===== config.mk =====
export PLATFORM = sky130hd
export DESIGN_NAME = circle_point_taylor_sincos
export DESIGN_NICKNAME = d
export VERILOG_FILES = /design/src/rtl/cpts_pkg.sv /design/src/rtl/cpts_dp.sv /design/src/rtl/cpts_ctrl.sv /design/src/rtl/circle_point_taylor_sincos.sv
export SDC_FILE = /design/constraint.sdc
export NUM_CORES = 2
export LEC_CHECK = 0
export BUFFER_PORTS_ARGS = -buffer_cell sky130_fd_sc_hd__buf_4
export CAP_MARGIN = 30
export CORE_UTILIZATION = 45
export DETAILED_ROUTE_END_ITERATION = 8
export PLACE_DENSITY = 0.71
export RECOVER_POWER = 50
export SETUP_SLACK_MARGIN = 0.15
export SLEW_MARGIN = 20
export SYNTH_ARGS = -nofsm -noshare
export SYNTH_HDL_FRONTEND = slang
export SYNTH_SLANG_ARGS = --single-unit

===== constraint.sdc =====
create_clock -name clk -period 27.3 [get_ports clk]
set_input_delay 2.73 -clock clk [delete_from_list [all_inputs] [get_ports clk]]
set_output_delay 2.73 -clock clk [all_outputs]
set_load 0.02 [all_outputs]

===== src/rtl/cpts_pkg.sv =====
`timescale 1ns / 1ps
// Shared constants, datapath operation codes and status type for the circle point generator.
package cpts_pkg;

	// Field and register widths.
	localparam int TC_W      = 6;
	localparam int CFG_W     = 24;
	localparam int ANG_W     = 9;
	localparam int OUT_W     = 27;
	localparam int REG_IDX_W = 2;

	localparam int MAX_TERMS_DEF = 32;

	// Configuration register indexes.
	localparam logic [REG_IDX_W-1:0] REG_TERM_COUNT   = 2'd0;
	localparam logic [REG_IDX_W-1:0] REG_CIRCLE_RADIUS = 2'd1;
	localparam logic [REG_IDX_W-1:0] REG_CENTER_X     = 2'd2;
	localparam logic [REG_IDX_W-1:0] REG_CENTER_Y     = 2'd3;

	// Reset values of the configuration registers.
	localparam logic [TC_W-1:0]  TERM_COUNT_RST = 6'd16;
	localparam logic [CFG_W-1:0] RADIUS_RST     = 24'd65536;
	localparam logic [CFG_W-1:0] CENTER_RST     = 24'd0;

	// Angle conversion.
	localparam logic [29:0] PI_Q28        = 30'd843314857;
	localparam int          DEG_FULL_TURN = 360;
	localparam int          DEG_HALF_TURN = 180;
	localparam int          DEG_ROUND     = DEG_HALF_TURN / 2;

	// The rounded quotient (degree * PI_Q28 + 90) / 180 splits into degree * PI_DEG_QUO plus
	// the quotient of the small value degree * PI_DEG_REM + 90, taken by a reciprocal multiply.
	// DEG_RECIP exceeds 2^24/180 by 44/180, so the floor is exact for values below 2^24/44,
	// well above the largest one that occurs.
	localparam int PI_DEG_QUO = int'(PI_Q28) / DEG_HALF_TURN;
	localparam int PI_DEG_REM = int'(PI_Q28) % DEG_HALF_TURN;
	localparam int DEG_RCP_SH = 24;
	localparam int DEG_RECIP  = ((1 << DEG_RCP_SH) + DEG_HALF_TURN - 1) / DEG_HALF_TURN;

	// Number formats.
	localparam int XQ_W    = 31;   // Q3.28 angle magnitude
	localparam int Q_FRAC  = 30;   // series fraction bits
	localparam int X2_SH   = 26;   // Q3.28 squared down to Q30
	localparam int SER_W   = 41;   // signed Q10.30 series values
	localparam int COORD_W = 36;   // signed coordinate before saturation

	// Shared multiplier: the A operand is consumed in chunks, most significant first.
	localparam int MUL_CH  = 24;
	localparam int MUL_NCH = 2;
	localparam int MUL_A_W = MUL_CH * MUL_NCH;
	localparam int MUL_B_W = 36;

	// Shared divider: restoring, several quotient bits per cycle.
	localparam int DVD_W     = 48;
	localparam int DIV_BITS  = 8;
	localparam int DIV_NSTEP = DVD_W / DIV_BITS;
	localparam int STEP_W    = $clog2(DIV_NSTEP);

	typedef enum logic [3:0] {
		OP_NONE,
		OP_LOAD,
		OP_MUL,
		OP_ANG_SPLIT,
		OP_DIV,
		OP_ANG_DONE,
		OP_SQ_DONE,
		OP_TERM_MUL,
		OP_TERM_DIV,
		OP_TERM_UPD,
		OP_SIN_INIT,
		OP_X_MUL,
		OP_X_DONE,
		OP_Y_DONE
	} dp_op_t;

	typedef struct packed {
		logic more;   // another series term is due
		logic odd;    // the sine series is running
	} dp_stat_t;

endpackage


===== src/rtl/cpts_dp.sv =====
`timescale 1ns / 1ps
// Datapath: angle conversion, shared multiplier and divider, series registers and output stage.
module cpts_dp #(
	parameter int MAX_TERMS = cpts_pkg::MAX_TERMS_DEF
) (
	input  logic                                clk,
	input  logic                                arst_n,
	input  cpts_pkg::dp_op_t                    op,
	input  logic [cpts_pkg::ANG_W-1:0]          angle_deg,
	input  logic [cpts_pkg::TC_W-1:0]           term_count,
	input  logic signed [cpts_pkg::CFG_W-1:0]   circle_radius,
	input  logic signed [cpts_pkg::CFG_W-1:0]   center_x,
	input  logic signed [cpts_pkg::CFG_W-1:0]   center_y,
	output cpts_pkg::dp_stat_t                  stat,
	output logic signed [cpts_pkg::OUT_W-1:0]   x_coord,
	output logic signed [cpts_pkg::OUT_W-1:0]   y_coord,
	output logic                                clipped
);
	import cpts_pkg::*;

	localparam int DMAX   = 2 * (MAX_TERMS - 1) * (2 * MAX_TERMS - 1);
	localparam int DEN_W  = $clog2(DMAX + 1);
	localparam int CNT_W  = $clog2(MAX_TERMS + 1);
	localparam int CMP_W  = (CNT_W > TC_W) ? CNT_W : TC_W;
	localparam int PROD_W = MUL_A_W + MUL_B_W;
	localparam int SQ_W   = 2 * XQ_W;
	localparam int P30_W  = PROD_W - Q_FRAC;
	localparam int ANGV_W = $clog2((DEG_FULL_TURN - 1) * PI_DEG_REM + DEG_ROUND + 1);
	localparam int RCP_W  = $clog2(DEG_RECIP + 1);
	localparam int ANGP_W = ANGV_W + RCP_W;

	localparam logic [SER_W-1:0] SER_ONE   = SER_W'(1) << Q_FRAC;
	localparam logic [SER_W-1:0] SER_MAXV  = {1'b0, {(SER_W-1){1'b1}}};
	localparam logic [SER_W-1:0] SER_MINV  = {1'b1, {(SER_W-1){1'b0}}};
	localparam logic [DVD_W-1:0] Q_POS_LIM = (DVD_W'(1) << (SER_W-1)) - DVD_W'(1);
	localparam logic [DVD_W-1:0] Q_NEG_LIM = DVD_W'(1) << (SER_W-1);
	localparam logic [OUT_W-1:0] OUT_MAXV  = {1'b0, {(OUT_W-1){1'b1}}};
	localparam logic [OUT_W-1:0] OUT_MINV  = {1'b1, {(OUT_W-1){1'b0}}};

	function automatic logic [SER_W-1:0] ser_mag(input logic [SER_W-1:0] v);
		return v[SER_W-1] ? (~v + 1'b1) : v;
	endfunction

	// Angle conversion registers.
	logic [ANG_W-1:0]   deg_q;
	logic [XQ_W-1:0]    ang_hi_q;
	logic [ANGV_W-1:0]  ang_v_q;

	// Multiplier and divider working registers.
	logic [MUL_A_W-1:0] a_q;
	logic [MUL_B_W-1:0] b_q;
	logic [PROD_W-1:0]  acc_q;
	logic [DVD_W-1:0]   dvd_q;
	logic [DEN_W-1:0]   rem_q;
	logic [DEN_W-1:0]   dsr_q;

	// Series registers.
	logic [XQ_W-1:0]    xq_q;
	logic [MUL_B_W-1:0] x2_q;
	logic [SER_W-1:0]   term_q;
	logic [SER_W-1:0]   sum_q;
	logic [SER_W-1:0]   cos_q;
	logic [CNT_W-1:0]   i_q;
	logic               odd_q;

	logic [OUT_W-1:0]   x_q;
	logic [OUT_W-1:0]   y_q;
	logic               clip_q;

	// Combinational values.
	logic [ANG_W-1:0]          deg_mod;
	logic [ANGP_W-1:0]         ang_rp;
	logic [XQ_W-1:0]           xq_nx;
	logic [MUL_CH+MUL_B_W-1:0] pp;
	logic [PROD_W-1:0]         acc_nx;
	logic [DVD_W-1:0]          dv;
	logic [DEN_W-1:0]          rr;
	logic [DEN_W:0]            rx;
	logic [DVD_W-1:0]          dvd_nx;
	logic [DEN_W-1:0]          rem_nx;
	logic [SQ_W-1:0]           sq_rnd;
	logic [PROD_W-1:0]         p_rnd;
	logic [P30_W-1:0]          p30;
	logic [DEN_W-1:0]          i2_w;
	logic [DEN_W-1:0]          f_w;
	logic [DEN_W-1:0]          d_w;
	logic [SER_W-1:0]          term_mag;
	logic [SER_W-1:0]          t_nx;
	logic [SER_W:0]            s_ext;
	logic [SER_W-1:0]          sum_nx;
	logic [CFG_W-1:0]          r_mag;
	logic [SER_W-1:0]          f_sel;
	logic [CFG_W-1:0]          c_sel;
	logic                      co_neg;
	logic [COORD_W-1:0]        pc;
	logic [COORD_W-1:0]        co_v;
	logic                      co_clip;
	logic [OUT_W-1:0]          co_val;

	assign deg_mod = (angle_deg >= ANG_W'(DEG_FULL_TURN)) ?
		angle_deg - ANG_W'(DEG_FULL_TURN) : angle_deg;

	// Radians in Q3.28: the large part plus the reciprocal quotient of the small part.
	assign ang_rp = {{RCP_W{1'b0}}, ang_v_q} * ANGP_W'(DEG_RECIP);
	assign xq_nx  = ang_hi_q + XQ_W'(ang_rp[ANGP_W-1:DEG_RCP_SH]);

	// One multiplier pass: the top chunk of A against all of B.
	assign pp     = a_q[MUL_A_W-1 -: MUL_CH] * b_q;
	assign acc_nx = (acc_q << MUL_CH) + PROD_W'(pp);

	// Restoring division, DIV_BITS quotient bits shifted into the dividend register.
	always_comb begin
		rr = rem_q;
		dv = dvd_q;
		rx = '0;
		for (int k = 0; k < DIV_BITS; k++) begin
			rx = {rr, dv[DVD_W-1]};
			dv = {dv[DVD_W-2:0], 1'b0};
			if (rx >= {1'b0, dsr_q}) begin
				rx    = rx - {1'b0, dsr_q};
				dv[0] = 1'b1;
			end
			rr = rx[DEN_W-1:0];
		end
		dvd_nx = dv;
		rem_nx = rr;
	end

	// Rounded rescaling of the finished product.
	assign sq_rnd = acc_q[SQ_W-1:0] + (SQ_W'(1) << (X2_SH - 1));
	assign p_rnd  = acc_q + (PROD_W'(1) << (Q_FRAC - 1));
	assign p30    = p_rnd[PROD_W-1:Q_FRAC];

	// Term denominator 2i(2i-1) for cosine, 2i(2i+1) for sine.
	assign i2_w = DEN_W'({i_q, 1'b0});
	assign f_w  = odd_q ? (i2_w + DEN_W'(1)) : (i2_w - DEN_W'(1));
	assign d_w  = i2_w * f_w;

	assign term_mag = ser_mag(term_q);

	// Next term takes the opposite sign of the current one, saturated to the series range.
	always_comb begin
		if (term_q[SER_W-1]) begin
			t_nx = (dvd_q > Q_POS_LIM) ? SER_MAXV : dvd_q[SER_W-1:0];
		end else begin
			t_nx = (dvd_q > Q_NEG_LIM) ? SER_MINV : (~dvd_q[SER_W-1:0] + 1'b1);
		end
	end

	assign s_ext  = {sum_q[SER_W-1], sum_q} + {t_nx[SER_W-1], t_nx};
	assign sum_nx = (s_ext[SER_W] != s_ext[SER_W-1]) ?
		(s_ext[SER_W] ? SER_MINV : SER_MAXV) : s_ext[SER_W-1:0];

	// Output coordinate: signed radius product plus center, saturated.
	assign r_mag  = circle_radius[CFG_W-1] ? (~circle_radius + 1'b1) : circle_radius;
	assign f_sel  = (op == OP_Y_DONE) ? sum_q : cos_q;
	assign c_sel  = (op == OP_Y_DONE) ? center_y : center_x;
	assign co_neg = f_sel[SER_W-1] ^ circle_radius[CFG_W-1];
	assign pc     = COORD_W'(p30);
	assign co_v   = (co_neg ? (~pc + 1'b1) : pc) +
		{{(COORD_W-CFG_W){c_sel[CFG_W-1]}}, c_sel};
	assign co_clip = !((&co_v[COORD_W-1:OUT_W-1]) || (~|co_v[COORD_W-1:OUT_W-1]));
	assign co_val  = co_clip ? (co_v[COORD_W-1] ? OUT_MINV : OUT_MAXV) : co_v[OUT_W-1:0];

	assign stat.more = (CMP_W'(i_q) < CMP_W'(term_count)) &&
		(CMP_W'(i_q) < CMP_W'(MAX_TERMS));
	assign stat.odd  = odd_q;

	// Series index and phase.
	always_ff @(posedge clk or negedge arst_n) begin
		if (!arst_n) begin
			i_q   <= '0;
			odd_q <= 1'b0;
		end else begin
			case (op)
				OP_SQ_DONE: begin
					i_q   <= CNT_W'(1);
					odd_q <= 1'b0;
				end
				OP_SIN_INIT: begin
					i_q   <= CNT_W'(1);
					odd_q <= 1'b1;
				end
				OP_TERM_UPD: begin
					i_q <= i_q + CNT_W'(1);
				end
				default: begin
				end
			endcase
		end
	end

	always_ff @(posedge clk) begin
		case (op)
			OP_LOAD: begin
				deg_q <= deg_mod;
			end
			OP_MUL: begin
				acc_q <= acc_nx;
				a_q   <= a_q << MUL_CH;
			end
			OP_ANG_SPLIT: begin
				ang_hi_q <= XQ_W'(deg_q) * XQ_W'(PI_DEG_QUO);
				ang_v_q  <= ANGV_W'(deg_q) * ANGV_W'(PI_DEG_REM) + ANGV_W'(DEG_ROUND);
			end
			OP_DIV: begin
				dvd_q <= dvd_nx;
				rem_q <= rem_nx;
			end
			OP_ANG_DONE: begin
				xq_q  <= xq_nx;
				a_q   <= MUL_A_W'(xq_nx);
				b_q   <= MUL_B_W'(xq_nx);
				acc_q <= '0;
			end
			OP_SQ_DONE: begin
				x2_q   <= sq_rnd[X2_SH +: MUL_B_W];
				term_q <= SER_ONE;
				sum_q  <= SER_ONE;
			end
			OP_TERM_MUL: begin
				a_q   <= MUL_A_W'(term_mag);
				b_q   <= x2_q;
				acc_q <= '0;
			end
			OP_TERM_DIV: begin
				dvd_q <= DVD_W'(p30) + DVD_W'(d_w >> 1);
				rem_q <= '0;
				dsr_q <= d_w;
			end
			OP_TERM_UPD: begin
				term_q <= t_nx;
				sum_q  <= sum_nx;
			end
			OP_SIN_INIT: begin
				cos_q  <= sum_q;
				term_q <= SER_W'({xq_q, 2'b00});
				sum_q  <= SER_W'({xq_q, 2'b00});
			end
			OP_X_MUL: begin
				a_q   <= MUL_A_W'(ser_mag(cos_q));
				b_q   <= MUL_B_W'(r_mag);
				acc_q <= '0;
			end
			OP_X_DONE: begin
				x_q    <= co_val;
				clip_q <= co_clip;
				a_q    <= MUL_A_W'(ser_mag(sum_q));
				b_q    <= MUL_B_W'(r_mag);
				acc_q  <= '0;
			end
			OP_Y_DONE: begin
				y_q    <= co_val;
				clip_q <= clip_q | co_clip;
			end
			default: begin
			end
		endcase
	end

	assign x_coord = x_q;
	assign y_coord = y_q;
	assign clipped = clip_q;

endmodule


===== src/rtl/cpts_ctrl.sv =====
`timescale 1ns / 1ps
// Controller: sequences the datapath through angle conversion, both series and the output stage.
module cpts_ctrl (
	input  logic               clk,
	input  logic               arst_n,
	input  logic               start,
	input  cpts_pkg::dp_stat_t stat,
	output cpts_pkg::dp_op_t   op,
	output logic               busy,
	output logic               done
);
	import cpts_pkg::*;

	typedef enum logic [3:0] {
		ST_IDLE,
		ST_ANG_SPLIT,
		ST_ANG_FIN,
		ST_SQ_MUL,
		ST_SQ_FIN,
		ST_TERM_CHK,
		ST_T_MUL,
		ST_T_DIVLD,
		ST_T_DIV,
		ST_T_UPD,
		ST_X_MUL,
		ST_X_FIN,
		ST_Y_MUL,
		ST_Y_FIN
	} state_t;

	state_t            state_q;
	logic [STEP_W-1:0] step_q;
	logic              done_q;
	logic              mul_last;
	logic              div_last;

	assign mul_last = (step_q == STEP_W'(MUL_NCH - 1));
	assign div_last = (step_q == STEP_W'(DIV_NSTEP - 1));
	assign busy     = (state_q != ST_IDLE);
	assign done     = done_q;

	always_comb begin
		unique case (state_q) inside
			ST_IDLE:                                    op = start ? OP_LOAD : OP_NONE;
			ST_SQ_MUL, ST_T_MUL, ST_X_MUL, ST_Y_MUL:    op = OP_MUL;
			ST_ANG_SPLIT:                               op = OP_ANG_SPLIT;
			ST_T_DIV:                                   op = OP_DIV;
			ST_ANG_FIN:                                 op = OP_ANG_DONE;
			ST_SQ_FIN:                                  op = OP_SQ_DONE;
			ST_TERM_CHK: begin
				if (stat.more) begin
					op = OP_TERM_MUL;
				end else if (stat.odd) begin
					op = OP_X_MUL;
				end else begin
					op = OP_SIN_INIT;
				end
			end
			ST_T_DIVLD:                                 op = OP_TERM_DIV;
			ST_T_UPD:                                   op = OP_TERM_UPD;
			ST_X_FIN:                                   op = OP_X_DONE;
			ST_Y_FIN:                                   op = OP_Y_DONE;
			default:                                    op = OP_NONE;
		endcase
	end

	always_ff @(posedge clk or negedge arst_n) begin
		if (!arst_n) begin
			state_q <= ST_IDLE;
			step_q  <= '0;
			done_q  <= 1'b0;
		end else begin
			done_q <= 1'b0;
			unique case (state_q)
				ST_IDLE: begin
					step_q <= '0;
					if (start) begin
						state_q <= ST_ANG_SPLIT;
					end
				end
				ST_ANG_SPLIT: state_q <= ST_ANG_FIN;
				ST_ANG_FIN: state_q <= ST_SQ_MUL;
				ST_SQ_MUL: begin
					if (mul_last) begin
						step_q  <= '0;
						state_q <= ST_SQ_FIN;
					end else begin
						step_q <= step_q + STEP_W'(1);
					end
				end
				ST_SQ_FIN: state_q <= ST_TERM_CHK;
				ST_TERM_CHK: begin
					// With no term left, the cosine phase hands over to the sine series
					// in place; the sine phase moves on to the output stage.
					if (stat.more) begin
						state_q <= ST_T_MUL;
					end else if (stat.odd) begin
						state_q <= ST_X_MUL;
					end
				end
				ST_T_MUL: begin
					if (mul_last) begin
						step_q  <= '0;
						state_q <= ST_T_DIVLD;
					end else begin
						step_q <= step_q + STEP_W'(1);
					end
				end
				ST_T_DIVLD: state_q <= ST_T_DIV;
				ST_T_DIV: begin
					if (div_last) begin
						step_q  <= '0;
						state_q <= ST_T_UPD;
					end else begin
						step_q <= step_q + STEP_W'(1);
					end
				end
				ST_T_UPD: state_q <= ST_TERM_CHK;
				ST_X_MUL: begin
					if (mul_last) begin
						step_q  <= '0;
						state_q <= ST_X_FIN;
					end else begin
						step_q <= step_q + STEP_W'(1);
					end
				end
				ST_X_FIN: state_q <= ST_Y_MUL;
				ST_Y_MUL: begin
					if (mul_last) begin
						step_q  <= '0;
						state_q <= ST_Y_FIN;
					end else begin
						step_q <= step_q + STEP_W'(1);
					end
				end
				ST_Y_FIN: begin
					done_q  <= 1'b1;
					state_q <= ST_IDLE;
				end
				default: state_q <= ST_IDLE;
			endcase
		end
	end

endmodule


===== src/rtl/circle_point_taylor_sincos.sv =====
`timescale 1ns / 1ps
// Top level: configuration registers, controller and datapath of the circle point generator.
//
// One point of a circle per beat: an angle in whole degrees (wrapped modulo 360) is turned
// into radians, cosine and sine are summed from Taylor series, and the point is
// radius*cos + center_x, radius*sin + center_y in signed Q10.16, saturated with a flag.
// An angle is taken when start is high and busy is low. The result is on x_coord, y_coord
// and clipped, marked by done high for a single cycle, and must be taken in that cycle; the
// next angle may be started in that same cycle. Each series sums term_count terms, capped
// at MAX_TERMS and at least one. A term takes two passes through the shared 24x36
// multiplier, the shared divider at eight quotient bits per cycle over the 48-bit dividend,
// and the control states ST_TERM_CHK, ST_T_DIVLD and ST_T_UPD. Turning the angle into
// radians runs ST_ANG_SPLIT and ST_ANG_FIN, squaring it two multiplier passes and ST_SQ_FIN,
// and the output stage two multiplier passes and a finishing state for each coordinate.
// Configuration is written through wr_en, wr_index and wr_data; the user must do so only
// while busy is low, which the block itself does not enforce.
module circle_point_taylor_sincos #(
	parameter int MAX_TERMS = cpts_pkg::MAX_TERMS_DEF
) (
	input  logic                                clk,
	input  logic                                arst_n,
	input  logic                                start,
	input  logic [cpts_pkg::ANG_W-1:0]          angle_deg,
	output logic                                busy,
	output logic                                done,
	output logic signed [cpts_pkg::OUT_W-1:0]   x_coord,
	output logic signed [cpts_pkg::OUT_W-1:0]   y_coord,
	output logic                                clipped,
	input  logic                                wr_en,
	input  logic [cpts_pkg::REG_IDX_W-1:0]      wr_index,
	input  logic [cpts_pkg::CFG_W-1:0]          wr_data
);
	import cpts_pkg::*;

	logic [TC_W-1:0]  term_count_q;
	logic [CFG_W-1:0] circle_radius_q;
	logic [CFG_W-1:0] center_x_q;
	logic [CFG_W-1:0] center_y_q;

	dp_op_t   op;
	dp_stat_t stat;

	always_ff @(posedge clk or negedge arst_n) begin
		if (!arst_n) begin
			term_count_q    <= TERM_COUNT_RST;
			circle_radius_q <= RADIUS_RST;
			center_x_q      <= CENTER_RST;
			center_y_q      <= CENTER_RST;
		end else if (wr_en) begin
			unique case (wr_index)
				REG_TERM_COUNT:    term_count_q    <= wr_data[TC_W-1:0];
				REG_CIRCLE_RADIUS: circle_radius_q <= wr_data;
				REG_CENTER_X:      center_x_q      <= wr_data;
				REG_CENTER_Y:      center_y_q      <= wr_data;
				default: begin
				end
			endcase
		end
	end

	cpts_ctrl u_ctrl (
		.clk    (clk),
		.arst_n (arst_n),
		.start  (start),
		.stat   (stat),
		.op     (op),
		.busy   (busy),
		.done   (done)
	);

	cpts_dp #(
		.MAX_TERMS (MAX_TERMS)
	) u_dp (
		.clk           (clk),
		.arst_n        (arst_n),
		.op            (op),
		.angle_deg     (angle_deg),
		.term_count    (term_count_q),
		.circle_radius (circle_radius_q),
		.center_x      (center_x_q),
		.center_y      (center_y_q),
		.stat          (stat),
		.x_coord       (x_coord),
		.y_coord       (y_coord),
		.clipped       (clipped)
	);

endmodule

* Word-level counts from Yosys, hierarchy flattened
Index checks and enable logic that the tools add are counted.
** Storage, ports and cells
- Flip-flop bits (word level) :: 626
- Input port bits :: 39
- Output and inout bits :: 57
- Logic and storage cells :: 205
** Operators by class
- $add $sub $neg :: 27
- Multiply operators :: 5
- Magnitude comparators :: 13
- Equality and inequality tests :: 39
- Multiplexer cells :: 59
- Bitwise logic cells :: 8
- Reductions and logical operators :: 28
** Operators by type and width (number)
- 2-to-1 mux 41 bit :: 9
- case mux 41 bit (3 select lines) :: 2
- case mux 48 bit (5 select lines) :: 1
- adder 41 x 1 -> 41 bit (second input constant) :: 4
- NOT 41 bit :: 4
- case mux 78 bit (2 select lines) :: 1
- 2-to-1 mux 12 bit :: 9
- case mux 36 bit (3 select lines) :: 1
- >= comparator 13 x 12 -> 1 bit :: 8
- case mux 48 bit (2 select lines) :: 1
- subtractor 12 bit :: 8
- adder 78 x 30 -> 78 bit (second input constant) :: 1
- adder 78 x 60 -> 78 bit :: 1
- adder 62 x 26 -> 62 bit (second input constant) :: 1
- multiplier 24 x 36 -> 60 bit :: 1
- 2-to-1 mux 27 bit :: 2
- adder 48 x 11 -> 48 bit :: 1
- equality test 4 bit (second input constant) :: 12
- greater-than comparator 48 x 40 -> 1 bit (second input constant) :: 1
- greater-than comparator 48 x 41 -> 1 bit (second input constant) :: 1
- 2-to-1 mux 24 bit :: 2
- case mux 4 bit (12 select lines) :: 1
- case mux 4 bit (11 select lines) :: 1
- adder 41 x 41 -> 42 bit :: 1
- other kinds (56) :: 105

* Longest topological paths before layout
- Depth in word-level cells :: 17
- Depth in mapped cells :: 101

* Cells and area by module
From an unflattened synthesis, not the netlist that was laid out.
** Second synthesis, totals
- Cells, all modules :: 8220
- Area total of the unflattened synthesis :: 78104.9 µm²
** By module, submodules not included
- cpts_dp :: times used 1, cells each 7959, area each 74456.4 µm², seq. area each 16150.5 µm²
- circle_point_taylor_sincos :: times used 1, cells each 166, area each 2930.3 µm², seq. area each 1954.4 µm²
- cpts_ctrl :: times used 1, cells each 95, area each 718.2 µm², seq. area each 200.2 µm²

* Least setup slack after synthesis
Ideal clock, no wire load.
- Kind :: reg-to-reg
- Start :: reg u_dp.dsr_q[2]
- End :: reg u_dp.rem_q[10], data pin
- Setup time :: 0.283 ns
- Data arrival time :: 18.760 ns
- Required time :: 27.017 ns
- Setup slack :: 8.258 ns
- Cell stages (with the launch flop) :: 92
- Buffers on the path :: 11
- Cell sequence :: edfxtp_1 inv_1 ha_1 and4b_1 a31oi_1 nand4_1 and3_1 buf_2 buf_1 mux2_2 ha_1 nand3_1 o21bai_1 a21oi_1 o31ai_1 nand3_1 clkbuf_1 mux2_2 (+56 left out) clkbuf_1 o221ai_1 ha_1 nor2b_1 o21ai_0 a21boi_0 o21ai_0 a21boi_0 o21ai_0 a21boi_0 o21ai_0 nand2b_1 a211o_1 a211oi_1 mux2i_2 buf_6 mux2i_1 nor2_1
** On the way
- Word-level cells in the longest chain between the ends :: 17
- Elaborated cells on any way between the ends :: 25
- Those cells by class :: add/sub: 8; order compare: 8; mux: 9
** Ends and longest elaborated chain
- start: declaration :: line cpts_dp.sv:55 : logic [DEN_W-1:0] dsr_q;
- start signal: assignment :: line cpts_dp.sv:229 : dsr_q <= d_w;
- subtractor 12 bit / >= comparator 13 x 12 -> 1 bit (equally long branches) :: line cpts_dp.sv:120, cpts_dp.sv:119
- 2-to-1 mux 12 bit :: line cpts_dp.sv:119 : if (rx >= {1'b0, dsr_q}) begin
- subtractor 12 bit / >= comparator 13 x 12 -> 1 bit (equally long branches) :: line cpts_dp.sv:120, cpts_dp.sv:119
- 2-to-1 mux 12 bit :: line cpts_dp.sv:119
- subtractor 12 bit / >= comparator 13 x 12 -> 1 bit (equally long branches) :: line cpts_dp.sv:120, cpts_dp.sv:119
- 2-to-1 mux 12 bit :: line cpts_dp.sv:119
- subtractor 12 bit / >= comparator 13 x 12 -> 1 bit (equally long branches) :: line cpts_dp.sv:120, cpts_dp.sv:119
- 2-to-1 mux 12 bit :: line cpts_dp.sv:119
- subtractor 12 bit / >= comparator 13 x 12 -> 1 bit (equally long branches) :: line cpts_dp.sv:120, cpts_dp.sv:119
- 2-to-1 mux 12 bit :: line cpts_dp.sv:119
- subtractor 12 bit / >= comparator 13 x 12 -> 1 bit (equally long branches) :: line cpts_dp.sv:120, cpts_dp.sv:119
- 2-to-1 mux 12 bit :: line cpts_dp.sv:119
- subtractor 12 bit / >= comparator 13 x 12 -> 1 bit (equally long branches) :: line cpts_dp.sv:120, cpts_dp.sv:119
- 2-to-1 mux 12 bit :: line cpts_dp.sv:119
- subtractor 12 bit / >= comparator 13 x 12 -> 1 bit (equally long branches) :: line cpts_dp.sv:120, cpts_dp.sv:119
- 2-to-1 mux 12 bit * :: line cpts_dp.sv:119
- case mux 12 bit (2 select lines) * :: line cpts_dp.sv:194 : case (op)
- end signal: assignment :: line cpts_dp.sv:208 : rem_q <= rem_nx;
- end: declaration :: line cpts_dp.sv:54 : logic [DEN_W-1:0] rem_q;
Mark *: on every way between the ends. The rest lies on a longest branch, timed or not.
A chain may end at the register's enable or synchronous reset.

* Final worst setup path
- Start :: reg u_dp.dsr_q[1]
- End :: reg u_dp.rem_q[8], data pin
The elaborated chain is that of the path after synthesis.

==> flow_summary.yaml <==
outcome:
  status: "finished with violations"
  violations: "capacitance limit, slew limit"
floorplan:
  num_io_pins: 96
  rows: 152
  fp.coreArea_mm2: 0.172
  die_w_um: 418
  dieArea_mm2: 0.175
  fp.dieH_um: 418
  start_util: 0.454
timing:
  rsz0062_at_grt: "no"
  final.min_clock_period_ns: 24.08
  max-slew-margin-rel: -1.62
  clock_skew_ns: 0.0713
  tns_ns: 0
  slew_viol_final: 782
  fmax_mhz: 41.5
  tightest_slew_ns: 3.93
  final_hold_viol_count: 0
  fin_crit_sh: 0.882
  final-setup-viol-count: 0
clocking:
  cts.path.max_buffers: 3
  cts_hold_buf: 0
  htreeDepth: 3
  clk_latency_ns: 0.70
  post_cts_resize_count: 0
  clock-root-buffer: "clkbuf_16"
  numCtsBuffers: 73
  post_cts_buffers: 0
  clk_pin_slew_ns: 0.06
  cts_tree: "built"
  clock_sinks: 625
yosys:
  synth-edff-count: 532
  synth_fp_nets: 9898
  synth_area_leader_cell: "fa_1"
  yosysMostFrequentCell: "inv_1"
  synth_area_mm2: 0.0779
  synth_warnings: 0
  ys_types: 96
  synth-seq-area-share: 0.235
  async_flop_share: 0.149
  synth.top_cell.area_share: 0.246
  ys_top_cells_by_count: "inv_1, nand2_1, fa_1, ha_1, edfxtp_1"
  ys.flop_type: "edfxtp_1"
  synth.avg_cell_area_um2: 9.46
  synthTopCellsByArea: "fa_1, edfxtp_1, ha_1"
  synthCells: 8240
  ys_ff_latch: 625
setup_path:
  rr_startpoint: "u_dp.dsr_q[1]$_DFFE_PP_"
  max_stage_delay_ns: 0.79
  path_class: "reg -> reg"
  r2r-end: "u_dp.rem_q[8]$_SDFFCE_PP0P_"
  worstPathArrival_ns: 24.40
  crit_slowest_cell: "a211oi_2"
  reg2reg_slack_ns: 3.22
  reg2reg_depth: 87
  path_max_fanout: 29
  start_kind: "flip-flop"
  cpMostUsedCell: "o21ai_0"
  required_ns: 27.61
  critPathLaunch: "u_dp.dsr_q[1]$_DFFE_PP_"
  cp-end-kind: "flip-flop"
job:
  maxCapViolations: 18
route:
  vias_per_cell: 5.72
  detail_route.wl_per_cell_um: 22.3
  ant_nets: 0
  drc_errors: 0
  drtIter0Drc: 5637
  dr_total_vias: 60600
  wirelength_mm: 236
  dr.pass1.iters: 6
worst_hold_path:
  min_path_type: "reg -> reg"
  hold_path_startpoint: "center_x_q[21]$_DFFE_PN0P_"
  min_to: "center_x_q[21]$_DFFE_PN0P_"
  hold-path-cell-count: 1
global_route:
  grt_use_total: 0.273
  globalRouteOverflowTotal: 0
  grt_max_degree: 74
  grt_pass1_wl_mm: 366
  antenna_found_initial: 9
  grt_pass1_vias: 62100
layout:
  nNetsFinal: 9875
  drive_gt1_frac: 0.0547
  area_growth_pct: 7.84
  fill_cells: 15800
placed_design:
  gp_congestion: 1.00
  numPortBuffers: 95
  hpwl_mm: 185
-- worst max-delay path by stage --
stage	to
after floorplan	u_dp.rem_q[10]$_SDFFCE_PP0P_
after global placement	u_dp.rem_q[6]$_SDFFCE_PP0P_
after detailed placement	u_dp.rem_q[6]$_SDFFCE_PP0P_
after CTS	u_dp.rem_q[6]$_SDFFCE_PP0P_
after global routing	u_dp.rem_q[8]$_SDFFCE_PP0P_
final	u_dp.rem_q[8]$_SDFFCE_PP0P_
-- metal layers --
layer,vias to the layer above,global-route usage,wire length (µm)
met3,493,0.0600,22700
met2,2628,0.432,107000
met5,-,0,50
li1,27200,-,-
met1,30200,0.361,95700
met4,8,0.113,10800
-- cell usage in the layout (no fill, tap or decap), drive strengths merged, types with 54 or more instances in the layout --
cell,count
a22o,54
ha,661
xor2,234
o21ai,390
edfxtp,532
nor2,407
dfrtp,91
mux2,92
inv,1221
a21oi,289
nand2b,54
clkbuf,169
nor2b,61
and2,303
fa,958
nand4,63
buf,160
a21o,115
nor3,133
xnor2,330
nand3,111
o31ai,58
nand2,1060
-- metrics by stage --
step	hold slack [ns]	cell area, µm²	instances	setup WS, ns	util
after floorplan	0.461	77900	8240	8.26	-
after global placement	0.486	81200	10400	3.53	0.473
after CTS	0.507	84300	10600	3.35	0.491
after global routing	0.512	84000	10600	1.21	0.489
after detailed placement	0.492	81600	10400	3.52	0.475
final	0.505	84000	10600	3.22	0.489
-- critical path, delay by kind of cell (launching register included) --
kind / cells / cell delay [ns]
AND/OR/NAND/NOR: 24 / 5.59
buffers and inverters: 7 / 1.26
AO/OA/AOI/OAI: 44 / 12.63
multiplexers: 3 / 0.81
flip-flops: 1 / 0.35
adder cells (fa/ha/maj): 9 / 2.99
-- registers in the layout (all words and copies together) (netlist names), 12 cells and up --
| register | flops |
|---|---|
| center_x_q | 24 |
| center_y_q | 24 |
| circle_radius_q | 24 |
| u_dp.a_q | 48 |
| u_dp.acc_q | 78 |
| u_dp.ang_hi_q | 29 |
| u_dp.ang_v_q | 16 |
| u_dp.b_q | 36 |
| u_dp.cos_q | 41 |
| u_dp.dvd_q | 48 |
| u_dp.rem_q | 12 |
| u_dp.sum_q | 41 |
| u_dp.term_q | 41 |
| u_dp.x2_q | 36 |
| u_dp.x_coord | 27 |
| u_dp.xq_q | 31 |
| u_dp.y_coord | 27 |
-- layout make-up --
type | instances | area, µm² | share of cell area
sequential | 625 | 18300 | 0.218
multi-input combinational | 6052 | 53800 | 0.641
clock buffer | 84 | 1940 | 0.0231
timing repair buffer | 245 | 1750 | 0.0209
clock inverter | 50 | 717 | 0.00853
tap | 2310 | 2890 | 0.0344
inverter | 1220 | 4580 | 0.0545
antenna | 2 | 5.00 | 0.0000596
-- cells by family (layout without fill, tap and decap cells) --
group	after synthesis	count (layout)	synth area share
AO/OA/AOI/OAI	1294	1294	0.108
other	1	3	0.0000481
flip-flops	625	625	0.235
XOR/XNOR	564	564	0.0634
adder cells (fa/ha/maj)	1619	1619	0.352
AND/OR/NAND/NOR	2451	2451	0.148
buffers and inverters	1563	1599	0.0756
multiplexers	123	123	0.0174
Power is left out: the tool's default activity adds up to more than one toggle a clock period on the data nets, which glitch-free logic cannot reach.
